===== src/rtl/core/srpd_pkg.sv =====
// shared types and constants for the stuck register poll detector
package srpd_pkg;

  localparam int ADDR_W     = 32;
  localparam int DATA_W     = 32;
  localparam int TIME_W     = 64;
  localparam int COUNT_W    = 32;
  localparam int CFG_W      = 32;
  localparam int CFG_ADDR_W = 3;
  localparam int CFG_IDX_W  = 1;

  // register indexes, taken from paddr[2]
  localparam logic [CFG_IDX_W-1:0] REG_STUCK_THRESHOLD = 1'b0;
  localparam logic [CFG_IDX_W-1:0] REG_WINDOW_CYCLES   = 1'b1;

  localparam logic [CFG_W-1:0] THRESHOLD_RESET = 32'd500000;
  localparam logic [CFG_W-1:0] WINDOW_RESET    = 32'd33868800;

  localparam logic [COUNT_W-1:0] COUNT_MAX = {COUNT_W{1'b1}};

  typedef struct packed {
    logic [ADDR_W-1:0] read_address;
    logic [DATA_W-1:0] read_value;
    logic [TIME_W-1:0] now_cycle;
  } item_t;

  typedef struct packed {
    logic               stuck_report;
    logic [ADDR_W-1:0]  report_address;
    logic [COUNT_W-1:0] report_count;
    logic [DATA_W-1:0]  report_value;
  } result_t;

  typedef struct packed {
    logic [CFG_W-1:0] stuck_threshold;
    logic [CFG_W-1:0] window_cycles;
  } cfg_t;

endpackage


===== src/rtl/core/stuck_register_poll_detector_top.sv =====
// top level of the stuck register poll detector
//
// watches a stream of register read beats (address, returned value, cycle
// timestamp) and raises one report beat per tracking when a single address
// is read stuck_threshold times within window_cycles cycles. every input beat
// yields exactly one output beat; out_stuck_report marks the one that fires,
// and its address, count and value fields are zero otherwise. the block takes
// one beat per clock while in_stall is low: a beat is held in the input
// register, then the decision logic (64-bit window subtract and compare,
// 32-bit address compare, count increment and threshold compare) updates the
// tracking state and loads the result register on the same edge, so the
// following beat already sees the updated state. in_stall rises only when
// both registers are full and the sink holds out_stall. the user must write
// threshold and window at apb byte addresses 0 and 4 only while no beat is in
// flight; the block does not check it. there is no clearing pass after reset.
module stuck_register_poll_detector_top (
  input  logic                             clk,
  input  logic                             rst_n,
  // input read beats
  input  logic                             in_valid,
  output logic                             in_stall,
  input  logic [srpd_pkg::ADDR_W-1:0]      in_read_address,
  input  logic [srpd_pkg::DATA_W-1:0]      in_read_value,
  input  logic [srpd_pkg::TIME_W-1:0]      in_now_cycle,
  // result beats
  output logic                             out_valid,
  input  logic                             out_stall,
  output logic                             out_stuck_report,
  output logic [srpd_pkg::ADDR_W-1:0]      out_report_address,
  output logic [srpd_pkg::COUNT_W-1:0]     out_report_count,
  output logic [srpd_pkg::DATA_W-1:0]      out_report_value,
  // configuration
  input  logic                             psel,
  input  logic                             penable,
  input  logic                             pwrite,
  input  logic [srpd_pkg::CFG_ADDR_W-1:0]  paddr,
  input  logic [srpd_pkg::CFG_W-1:0]       pwdata,
  output logic [srpd_pkg::CFG_W-1:0]       prdata,
  output logic                             pready
);
  import srpd_pkg::*;

  cfg_t    cfg;
  item_t   s1_item_r;
  logic    s1_valid_r;
  logic    s1_valid_nxt;
  result_t out_res_r;
  result_t res;
  logic    out_valid_r;
  logic    out_valid_nxt;
  logic    in_take;
  logic    advance;

  srpd_cfg u_cfg (
    .clk     (clk),
    .rst_n   (rst_n),
    .psel    (psel),
    .penable (penable),
    .pwrite  (pwrite),
    .paddr   (paddr),
    .pwdata  (pwdata),
    .prdata  (prdata),
    .pready  (pready),
    .cfg     (cfg)
  );

  // held beat moves on when the result register is empty or being drained
  assign advance  = s1_valid_r && (!out_valid_r || !out_stall);
  assign in_stall = s1_valid_r && !advance;
  assign in_take  = in_valid && !in_stall;

  srpd_track u_track (
    .clk    (clk),
    .rst_n  (rst_n),
    .cfg    (cfg),
    .step   (advance),
    .item   (s1_item_r),
    .result (res)
  );

  always_comb begin
    s1_valid_nxt = s1_valid_r;
    if (in_take) begin
      s1_valid_nxt = 1'b1;
    end else if (advance) begin
      s1_valid_nxt = 1'b0;
    end
  end

  always_comb begin
    out_valid_nxt = out_valid_r;
    if (advance) begin
      out_valid_nxt = 1'b1;
    end else if (out_valid_r && !out_stall) begin
      out_valid_nxt = 1'b0;
    end
  end

  // control state
  always_ff @(posedge clk) begin
    if (!rst_n) begin
      s1_valid_r  <= 1'b0;
      out_valid_r <= 1'b0;
    end else begin
      s1_valid_r  <= s1_valid_nxt;
      out_valid_r <= out_valid_nxt;
    end
  end

  // payload registers, no reset
  always_ff @(posedge clk) begin
    if (in_take) begin
      s1_item_r.read_address <= in_read_address;
      s1_item_r.read_value   <= in_read_value;
      s1_item_r.now_cycle    <= in_now_cycle;
    end
    if (advance) begin
      out_res_r <= res;
    end
  end

  assign out_valid          = out_valid_r;
  assign out_stuck_report   = out_res_r.stuck_report;
  assign out_report_address = out_res_r.report_address;
  assign out_report_count   = out_res_r.report_count;
  assign out_report_value   = out_res_r.report_value;

endmodule


===== src/rtl/core/srpd_cfg.sv =====
// apb register file holding threshold and window length
module srpd_cfg (
  input  logic                             clk,
  input  logic                             rst_n,
  input  logic                             psel,
  input  logic                             penable,
  input  logic                             pwrite,
  input  logic [srpd_pkg::CFG_ADDR_W-1:0]  paddr,
  input  logic [srpd_pkg::CFG_W-1:0]       pwdata,
  output logic [srpd_pkg::CFG_W-1:0]       prdata,
  output logic                             pready,
  output srpd_pkg::cfg_t                   cfg
);
  import srpd_pkg::*;

  logic [CFG_W-1:0]     threshold_r;
  logic [CFG_W-1:0]     window_r;
  logic [CFG_IDX_W-1:0] reg_idx;
  logic                 wr_en;

  assign reg_idx = paddr[2];
  assign wr_en   = psel && penable && pwrite;
  assign pready  = 1'b1;

  always_ff @(posedge clk) begin
    if (!rst_n) begin
      threshold_r <= THRESHOLD_RESET;
      window_r    <= WINDOW_RESET;
    end else if (wr_en) begin
      unique case (reg_idx)
        REG_STUCK_THRESHOLD: threshold_r <= pwdata;
        REG_WINDOW_CYCLES:   window_r    <= pwdata;
        default: ;
      endcase
    end
  end

  always_comb begin
    unique case (reg_idx)
      REG_STUCK_THRESHOLD: prdata = threshold_r;
      REG_WINDOW_CYCLES:   prdata = window_r;
      default:             prdata = '0;
    endcase
  end

  assign cfg.stuck_threshold = threshold_r;
  assign cfg.window_cycles   = window_r;

endmodule


===== src/rtl/core/srpd_track.sv =====
// tracking state and the single-pass decision for one read
module srpd_track (
  input  logic               clk,
  input  logic               rst_n,
  input  srpd_pkg::cfg_t     cfg,
  input  logic               step,
  input  srpd_pkg::item_t    item,
  output srpd_pkg::result_t  result
);
  import srpd_pkg::*;

  logic [ADDR_W-1:0]  tracked_r;
  logic [TIME_W-1:0]  start_r;
  logic [COUNT_W-1:0] count_r;
  logic               reported_r;

  logic [TIME_W-1:0]  elapsed;
  logic               addr_match;
  logic               expired;
  logic               ignore;
  logic               restart;
  logic [COUNT_W-1:0] count_nxt;
  logic               reported_base;
  logic               fire;

  assign addr_match = (item.read_address == tracked_r);
  // modulo difference, a backwards timestamp wraps and ends the window
  assign elapsed    = item.now_cycle - start_r;
  assign expired    = elapsed > {{(TIME_W-CFG_W){1'b0}}, cfg.window_cycles};
  assign ignore     = !addr_match && (count_r != '0) && !expired;
  assign restart    = !addr_match || expired;

  always_comb begin
    if (restart) begin
      count_nxt = {{(COUNT_W-1){1'b0}}, 1'b1};
    end else if (count_r == COUNT_MAX) begin
      count_nxt = count_r;
    end else begin
      count_nxt = count_r + {{(COUNT_W-1){1'b0}}, 1'b1};
    end
  end

  // a new address rearms the report
  assign reported_base = addr_match && reported_r;
  assign fire = !ignore && !reported_base && (count_nxt >= cfg.stuck_threshold);

  always_ff @(posedge clk) begin
    if (!rst_n) begin
      tracked_r  <= '0;
      start_r    <= '0;
      count_r    <= '0;
      reported_r <= 1'b0;
    end else if (step && !ignore) begin
      tracked_r  <= item.read_address;
      count_r    <= count_nxt;
      reported_r <= reported_base || fire;
      if (restart) begin
        start_r <= item.now_cycle;
      end
    end
  end

  always_comb begin
    result = '0;
    if (fire) begin
      result.stuck_report   = 1'b1;
      result.report_address = item.read_address;
      result.report_count   = count_nxt;
      result.report_value   = item.read_value;
    end
  end

endmodule


===== config.mk =====
export PLATFORM = sky130hd
export DESIGN_NAME = stuck_register_poll_detector_top
export DESIGN_NICKNAME = d
export VERILOG_FILES = /design/src/rtl/core/srpd_pkg.sv /design/src/rtl/core/stuck_register_poll_detector_top.sv /design/src/rtl/core/srpd_cfg.sv /design/src/rtl/core/srpd_track.sv
export SDC_FILE = /design/constraint.sdc
export NUM_CORES = 1
export LEC_CHECK = 0
export BUFFER_PORTS_ARGS = -buffer_cell sky130_fd_sc_hd__buf_2
export CAP_MARGIN = 20
export CORE_MARGIN = 5
export CORE_UTILIZATION = 50
export CTS_CLUSTER_SIZE = 12
export DETAILED_ROUTE_END_ITERATION = 8
export PLACE_DENSITY = 0.82
export SKIP_CTS_REPAIR_TIMING = 1
export SYNTH_ARGS = -nofsm -noshare
export SYNTH_HDL_FRONTEND = slang
export SYNTH_HIERARCHICAL = 1
export SYNTH_SLANG_ARGS = --single-unit

===== constraint.sdc =====
create_clock -name clk -period 17.8 [get_ports clk]
set_input_delay 4.45 -clock clk [delete_from_list [all_inputs] [get_ports clk]]
set_output_delay 4.45 -clock clk [all_outputs]
set_load 0.05 [all_outputs]

**Word-level counts from Yosys, hierarchy flattened**

Index checks and enable logic that the tools add are counted.

- Register bits: 420
- Bits of input ports: 170
- Output and inout bits: 132
- Word-level logic and storage cells: 59

- $add $sub $neg: 2
- $lt $le $gt $ge: 2
- Equality and inequality tests: 2
- Mux-type cells: 8
- Bitwise operators: 1
- Reduce and logical (&&, ||, !) cells: 29

Operator list:

| operator | count |
|---|---|
| 97-bit 2-to-1 mux | 1 |
| 64-bit by 32-bit > comparator with 1-bit output | 1 |
| 32-bit 2-to-1 mux | 2 |
| 32-bit case mux with 2 select lines | 1 |
| 64-bit subtractor | 1 |
| 32-bit by 1-bit adder with 32-bit output, second input constant | 1 |
| 32-bit equality test | 1 |
| 32-bit equality test, second input constant | 1 |
| 32-bit >= comparator | 1 |
| 32-bit nonzero test | 1 |
| 1-bit logical AND | 12 |
| 1-bit zero test | 8 |
| 2-bit AND reduction | 3 |
| 1-bit 2-to-1 mux | 4 |
| 2-bit nonzero test | 2 |
| 1-bit logical OR | 3 |
| 1-bit inverter | 1 |

**Depth between registers and ports, before layout**

Gate-level depths: netlist (run 1).

- Depth in word-level cells: 8
- Mapped depth: 42

**Modules after synthesis**

The synthesis (run 1) kept the hierarchy.

Modules (own cells, without submodules):

| module | instances | cells an instance | area an instance (um^2) | sequential area each (um^2) |
|---|---|---|---|---|
| srpd_track | 1 | 1823 | 13247.7 | 2582.5 |
| stuck_register_poll_detector_top | 1 | 233 | 6840.3 | 6796.5 |
| srpd_cfg | 1 | 294 | 2950.3 | 1281.2 |

**Worst setup path after synthesis (run 1)**

Ideal clock, no wire load.

- Path kind: input to register
- From: input port out_stall
- To: register u_track.tracked_r[31]
- Arrival time: 13903 ps
- Data required time: 17672 ps
- Slack: 3770 ps
- Stages on the path: 7
- Cells stage by stage: a21boi_0 inv_1 a31oi_1 clkbuf_1 buf_2 mux2i_1 nor2_1

- Word-level cells in the longest chain between the ends: 4

RTL lines:

| item | RTL line | RTL |
|---|---|---|
| from (decl) | stuck_register_poll_detector_top.sv:27 | `input logic out_stall,` |
| 1-bit zero test | stuck_register_poll_detector_top.sv:68 | `assign advance = s1_valid_r && (!out_valid_r \|\| !out_stall);` |
| 1-bit logical OR | stuck_register_poll_detector_top.sv:68 |  |
| 1-bit logical AND | stuck_register_poll_detector_top.sv:68 |  |
| 1-bit logical AND | srpd_track.sv:53 | `end else if (step && !ignore) begin` |
| to (signal assigned) | srpd_track.sv:54 | `tracked_r <= item.read_address;` |
| to (decl) | srpd_track.sv:12 | `logic [ADDR_W-1:0] tracked_r;` |

No other way between the ends.
A chain may end at the register's enable or synchronous reset.

**Worst setup path in the final report (run 1)**

- From: input port paddr[2] (netlist name)
- To: output port prdata[4] (netlist name)

- Word-level cells in the longest chain between the ends: 2

RTL lines:

| item | RTL line | RTL |
|---|---|---|
| from (decl) | stuck_register_poll_detector_top.sv:36 | `input logic [srpd_pkg::CFG_ADDR_W-1:0] paddr,` |
| 1-bit inverter | srpd_cfg.sv:39 | `unique case (reg_idx)` |
| 32-bit case mux with 2 select lines (*) | srpd_cfg.sv:39 |  |
| to (decl) | stuck_register_poll_detector_top.sv:38 | `output logic [srpd_pkg::CFG_W-1:0] prdata,` |

Every way passes the cells marked *; elsewhere a longest branch is shown, timed or not.

==> results of run 1 <==
## layer usage
layer / global-route usage (%) / vias up / share of wire, %
met5: 0 / - / 0
met1: 31.6 / 8890 / 42
met3: 3.16 / 90 / 6.3
met4: 6.17 / 0 / 2.1
li1: - / 8872 / -
met2: 41.4 / 709 / 49
## cell usage in the layout, fill, tap and decap left out, types with 7 or more instances in the layout
cell / Yosys / routed
a211o_1: 19 / 19
a211oi_1: 25 / 25
a21o_1: 39 / 39
a21oi_1: 134 / 134
a31oi_1: 11 / 9
and2_1: 76 / 76
and3_1: 8 / 8
and4_1: 14 / 14
buf_2: 51 / 297
buf_4: 7 / 15
clkbuf_1: 51 / 21
clkbuf_16: 0 / 46
clkinv_2: 0 / 7
dfxtp_1: 195 / 195
edfxtp_1: 225 / 225
ha_1: 129 / 129
inv_1: 146 / 145
mux2_2: 33 / 33
mux2i_1: 164 / 164
nand2_1: 215 / 215
nand2b_1: 25 / 25
nand3_1: 28 / 28
nand4_1: 72 / 72
nor2_1: 252 / 252
nor2b_1: 37 / 36
nor3_1: 29 / 29
nor3b_1: 10 / 10
nor4_1: 19 / 19
o211ai_1: 16 / 16
o21a_1: 9 / 9
o21ai_0: 77 / 77
o21ai_1: 8 / 8
o31ai_1: 9 / 9
or2_2: 7 / 7
or3_1: 10 / 10
or3b_1: 11 / 11
xnor2_1: 69 / 69
xor2_1: 32 / 32
## critical path: cells and delay by family
family | cells | cell delay [ns]
muxes | 1 | 0.45
buffers and inverters | 2 | 0.92
## report_power, final
part / internal [mW] / switching [mW] / total (mW)
logic: 0.138 / 0.261 / 0.399
registers: 1.06 / 0.0231 / 1.09
clock network: 0.546 / 0.372 / 0.918
total: 1.75 / 0.657 / 2.40
## state kept, by name, summed over array words and instances, names as in the netlist
name / cells
out_report_value: 32
u_cfg/window_r: 32
u_track/count_r: 32
out_valid: 1
u_track/tracked_r: 32
s1_valid_r: 1
s1_item_r: 128
out_report_address: 32
out_report_count: 32
u_track/start_r: 64
u_cfg/threshold_r: 32
u_track/reported_r: 1
out_stuck_report: 1
## kinds of logic (layout without fill, tap and decap cells)
| logic type | count (synthesis) | count (layout) | synth area share (%) |
|---|---|---|---|
| buffers and inverters | 261 | 543 | 4.92 |
| AND/OR/NAND/NOR | 835 | 835 | 17.9 |
| AO/OA/AOI/OAI | 404 | 404 | 11.1 |
| adder cells (fa/ha/maj) | 130 | 130 | 7.09 |
| XOR/XNOR | 101 | 101 | 3.84 |
| other | 1 | 4 | 0.0163 |
| multiplexers | 198 | 198 | 8.79 |
| flip-flops | 420 | 420 | 46.3 |
## per-stage QoR
stage | worst slack, ns | std cells | hold slack, ns
2_1_floorplan | 3.77 | 2350 | 0.444
3_3_place_gp | 7.56 | 3147 | 0.454
4_1_cts | 7.53 | 3230 | 0.475
3_5_place_dp | 7.54 | 3147 | 0.465
5_1_grt | 7.48 | 3235 | 0.491
6_report | 7.51 | 3235 | 0.475
## path summary, 6_finish.rpt
check | startpoint | end | cells after the start | slack [ns]
worst max-delay path | paddr[2] | prdata[4] | 3 | 7.51
worst min-delay path | u_cfg/threshold_r[21] | u_cfg/threshold_r[21] | 2 | 0.48
worst max register to register | s1_item_r[0] | out_report_count[22] | 41 | 8.03
worst min register to register | u_cfg/threshold_r[21] | u_cfg/threshold_r[21] | 2 | 0.48
## cell type report
class                           count  area, um2
Fill cell                        3862      19100
Timing Repair Buffer              314       1630
Tap cell                          600        751
Clock buffer                       69       1260
Clock inverter                     14        181
Inverter                          146        551
Multi-Input combinational cell   1669      11300
Antenna cell                        3       7.51
Sequential cell                   420      10700
==> impl_summary.txt, run 1 <==
----------------------------------------------------
[Cells and area]
  Layout overhead on the synthesized area ... 14.4%
  End-of-flow core utilization ... 57.9%
  Final Instance Area ... 26400 um2
  Share of cells above drive strength 1 ... 16.6%
  Layout Nets ... 2896

[Route]
  Initial DRT Pass Iterations ... 5
  Total Wirelength ... 63.6 mm
  WL/cell ... 19.7 um
  Iteration-0 DRC count of the detailed router ... 1423
  Via density per instance ... 5.74
  Residual DRC count ... 0
  Number of antenna-violating nets in the routed design ... 0
  Vias post-DR ... 18.6k

[Worst setup path]
  Data arrival time of the critical path ... 5.84 ns
  Cell chain of the critical path ... buf_2 -> mux2_2 -> buf_2
  Path type of the worst setup path ... primary input to primary output
  CP Capture Type ... primary output
  Highest fanout seen on the critical path ... 35
  CP dominant cell by count ... buf_2
  Worst Setup Start Kind ... primary input
  Crit-path max cell delay ... 0.70 ns
  Max stage delay cell, worst path ... buf_2
  CP required ... 13.35 ns

[Timing]
  Final hold violation count ... 0
  Final critical delay including setup and external delays ... 10.29 ns
  Slew Limit Fails ... 0
  Period Utilization, post-route ... 57.8%
  Actual transition at the worst max-transition pin ... 1.11 ns
  Post-route setup TNS ... 0 ns
  Top achievable clock speed ... 97.2 MHz
  Relative slew slack ... 25.8%
  Final setup violation count ... 0
  Fin Clk Skew ... 0.0208 ns
  Setup repair after global routing missed its margin ... false

[Run]
  Number of maximum-capacitance constraint violations ... 0

[Synthesis]
  Cell type with the largest total area after synthesis ... edfxtp_1
  Most numerous cell in the Yosys netlist ... nor2_1
  Fraction of the yosys area taken by sequential cells ... 46.3%
  Total number of yosys warnings ... 6
  Synthesis-stage register bit count ... 420
  Top cells by area, synth ... edfxtp_1 (29%), dfxtp_1 (17%), mux2i_1 (7.1%)
  Syn nets ... 2650
  Post-synthesis instance total ... 2350
  Cell Area, Synth ... 23000 um2
  Number of distinct library cells after synthesis ... 83
  Share of the synthesized area in the top cell type ... 29.3%
  Async S/R FF share, synth ... 0%
  Count of flip-flops with a built-in enable after synthesis ... 225
  Mean instance size in the synthesized netlist ... 9.80 um2
  Cell types with the highest counts after synthesis ... nor2_1 (252), edfxtp_1 (225), nand2_1 (215), dfxtp_1 (195), mux2i_1 (164)
  Most instantiated flip-flop cell in the synthesis netlist ... edfxtp_1

[Clock tree]
  CTS tree ... built
  Clock net sink count ... 420
  Maximum number of buffers from clock root to sink ... 3
  Clk root buf ... clkbuf_16
  Clock buffer count from CTS ... 45
  H-tree lvl count ... 2
  Register clock-pin slew on the reported worst setup and hold paths ... 0.06 ns
  Clock latency reported for the late side of the worst-skew pair ... 0.57 ns

[Pwr]
  Sum of internal, switching and leakage power ... 2.40 mW
  Cell Pwr Density ... 91.2 nW/um2
  Leakage power of the design ... 10.2 nW
  Worst IR Drop VDD ... 0.0792 mV

[GRT]
  Global route total overflow ... 0
  Antenna violations before repair ... 3
  Pin count of the biggest net entering global routing ... 85
  First-pass GRT wire length ... 97.0 mm
  Vias in the first global route ... 18.0k
  Total global routing track utilization ... 23.8%

[Floorplan]
  Horiz. Die Dim ... 225 um
  Die H ... 225 um
  Ports placed on the boundary ... 302
  Total number of placement rows ... 78
  Placeable Area ... 45500 um2
  Initial core utilization ... 50.7%
  Floorplan die area ... 50500 um2

[Placement]
  Placed cell area ... 24900 um2
  HPWL after detailed placement ... 48.2 mm
  Number of port buffers ... 298
  Final estimated routing congestion in global placement ... 0.917

[Run status]
  Run status ... completed

[Min path]
  Kind of path behind the tightest hold check ... register to register

----------------------------------------------------
No activity file was read; power rests on OpenSTA's default activity.
==> inputs of run 2 (changes only) <==
--- a/config.mk
+++ b/config.mk
@@ -11,7 +11,7 @@
 export CORE_UTILIZATION = 50
 export CTS_CLUSTER_SIZE = 12
 export DETAILED_ROUTE_END_ITERATION = 8
-export PLACE_DENSITY = 0.82
+export PLACE_DENSITY = 0.84
 export SKIP_CTS_REPAIR_TIMING = 1
 export SYNTH_ARGS = -nofsm -noshare
 export SYNTH_HDL_FRONTEND = slang
==> constraint.sdc (replaced) <==
create_clock -name clk -period 9.2 [get_ports clk]
set_input_delay 2.3 -clock clk [delete_from_list [all_inputs] [get_ports clk]]
set_output_delay 2.3 -clock clk [all_outputs]
set_load 0.05 [all_outputs]
==> run 2 against run 1 <==
  * Die area is the same
  * Power grew 92%
  * First-iteration DRC count grew 24%
  * Via count grew 0.98%
  * Design area is essentially flat
  * Critical path type is now register to register
  * Flip-flop and latch count is the same
  * Sequential share of layout area is essentially flat
  * Clock-buffer cell count grew 2
  * Final cell count grew 0.12%
==> impl_summary.txt, run 2 (same netlist as run 1, synthesis figures left out) <==
----------------------------------------------------
[Run status]
  Run status ... completed

[Cells and area]
  Seq. cell area ... 10700 um2
  Final Instance Area ... 26400 um2
  Layout Nets ... 2899
  Max reg flops ... 128
  Share of cells above drive strength 1 ... 16.7%
  Number of standard cells in the layout, taps in and fillers out ... 3239
  End-of-flow core utilization ... 58.0%
  Filler cell count ... 3805
  Most used cells in the layout excluding fill and tap cells ... buf_2 (297), nor2_1 (252), edfxtp_1 (225), nand2_1 (215), dfxtp_1 (195)
  Layout overhead on the synthesized area ... 14.4%
  Most frequent standard cell in the layout excluding fill and tap cells ... buf_2
  Leading registers by flop count ... s1_item_r x128, u_track/start_r x64
  Register containing the most flip-flops in the final layout ... s1_item_r
  Combined area of the multi-input logic cells ... 11300 um2

[Placement]
  HPWL after detailed placement ... 47.9 mm
  Cell count after placement ... 3150
  Number of port buffers ... 298
  Final estimated routing congestion in global placement ... 0.948
  Worst setup slack before clock tree synthesis ... 0.297 ns
  Placed cell area ... 24900 um2

[Timing]
  Relative slew slack ... 24.0%
  Period Utilization, post-route ... 94.8%
  Worst hold slack ... 0.470 ns
  Final setup violation count ... 0
  Slew Limit Fails ... 0
  Setup repair after global routing missed its margin ... false
  Actual transition at the worst max-transition pin ... 1.14 ns
  Final hold violation count ... 0
  Final critical delay including setup and external delays ... 8.72 ns
  Post-route setup TNS ... 0 ns
  Top achievable clock speed ... 115 MHz
  Fin Clk Skew ... 0.0364 ns
  Slack of the critical path ... 0.478 ns

[Worst setup path]
  Data arrival time of the critical path ... 9.03 ns
  CP Capture Type ... register
  Reg-to-reg critical path startpoint ... s1_item_r[0]
  Crit-path max cell delay ... 0.42 ns
  Max stage delay cell, worst path ... fa_1
  CP required ... 9.50 ns
  Endpoint of the worst register-to-register path ... out_report_address[0]
  Number of cells on the worst reg-to-reg path ... 38
  Highest fanout seen on the critical path ... 66
  Worst Setup Start Kind ... register
  FF-to-FF setup slack ... 0.48 ns
  CP dominant cell by count ... nor2_1
  Path type of the worst setup path ... register to register

[GRT]
  Total global routing track utilization ... 23.7%
  Antenna violations before repair ... 5
  Global route total overflow ... 0
  Pin count of the biggest net entering global routing ... 83
  Vias in the first global route ... 18.0k
  First-pass GRT wire length ... 96.7 mm

[Pwr]
  Leakage power of the design ... 10.2 nW
  Share of total power in combinational logic ... 16.7%
  Clock share of power ... 37.7%
  Seq pwr share ... 45.5%
  Switching power as a share of total power ... 27.5%
  Psw ... 1.27 mW
  Sum of internal, switching and leakage power ... 4.62 mW
  Int Power ... 3.35 mW
  Cell Pwr Density ... 175 nW/um2
  Worst IR Drop VDD ... 0.143 mV

[Route]
  Total Wirelength ... 63.0 mm
  Via density per instance ... 5.79
  Number of antenna-violating nets in the routed design ... 0
  Vias post-DR ... 18.7k
  Residual DRC count ... 0
  WL/cell ... 19.5 um
  Iteration-0 DRC count of the detailed router ... 1766
  Initial DRT Pass Iterations ... 6

[Run]
  Number of maximum-capacitance constraint violations ... 0

[Floorplan]
  Placeable Area ... 45500 um2
  Initial core utilization ... 50.7%
  Total number of placement rows ... 78
  Horiz. Die Dim ... 225 um
  Die H ... 225 um
  Floorplan die area ... 50500 um2
  Ports placed on the boundary ... 302

[Clock tree]
  Clock latency reported for the late side of the worst-skew pair ... 0.58 ns
  CTS tree ... built
  Register clock-pin slew on the reported worst setup and hold paths ... 0.06 ns
  Clock buffer count from CTS ... 45
  Clk root buf ... clkbuf_16
  Clock net sink count ... 420
  H-tree lvl count ... 2
  Maximum number of buffers from clock root to sink ... 3

[Min path]
  Kind of path behind the tightest hold check ... register to register
  Number of instances on the worst hold path ... 2
  Hold worst-path end ... u_cfg/threshold_r[11]
  HP Start ... u_cfg/threshold_r[11]

----------------------------------------------------
[run 2: cell types whose count changed in the layout (fill, tap and decap cells not counted), moves of 2 or more]
cell / change
clkbuf_16: +2
buf_4: +5
clkinv_2: -4
diode_2: +3
clkbuf_8: +3
bufinv_16: -3
clkbuf_1: -3
clkinv_1: +2
[run 2: power groups by stage]
stage          combinational (mW)  sequential, mW  clock, mW
4_1_cts                     0.759            2.10       1.78
3_3_place_gp                0.733            2.14          0
3_5_place_dp                0.755            2.14          0
6_report                    0.773            2.10       1.74
5_1_grt                     0.838            2.11       1.85
2_1_floorplan               0.482            2.19          0
[run 2: critical path, delay by kind of cell (launching register included)]
family	cells	cell delay [ns]
flops	1	0.39
simple gates	13	2.29
buf+inv	3	0.46
fa+ha+maj	4	1.15
compound gates	17	3.92
xor+xnor	1	0.21
[run 2: layout make-up]
type / instances / area share (%)
well taps: 600 / 2.85
inverters: 146 / 2.09
clock buffers: 71 / 5.07
multi-input cells: 1669 / 42.9
clock inverters: 10 / 0.337
flip-flops and latches: 420 / 40.4
repair buffers: 317 / 6.21
diodes: 6 / 0.0570
[run 2: worst max path at each step]
stage / startpoint / end / slack [ns]
after floorplan: out_stall / u_track/tracked_r[31] / 0.19
after global placement: s1_item_r[0] / out_report_value[16] / 0.51
after detailed placement: s1_item_r[0] / out_report_address[0] / 0.30
after CTS: s1_item_r[0] / out_report_address[0] / 0.24
after global routing: s1_item_r[0] / out_report_value[24] / 0.02
final: s1_item_r[0] / out_report_address[0] / 0.48
[run 2: per-layer routing]
metal,wire (um),GRT usage [%],up-vias
met1,26000,31.2,8999
met5,0,0,-
li1,-,-,8869
met3,4070,3.71,134
met2,31000,40.3,740
met4,2000,7.66,0
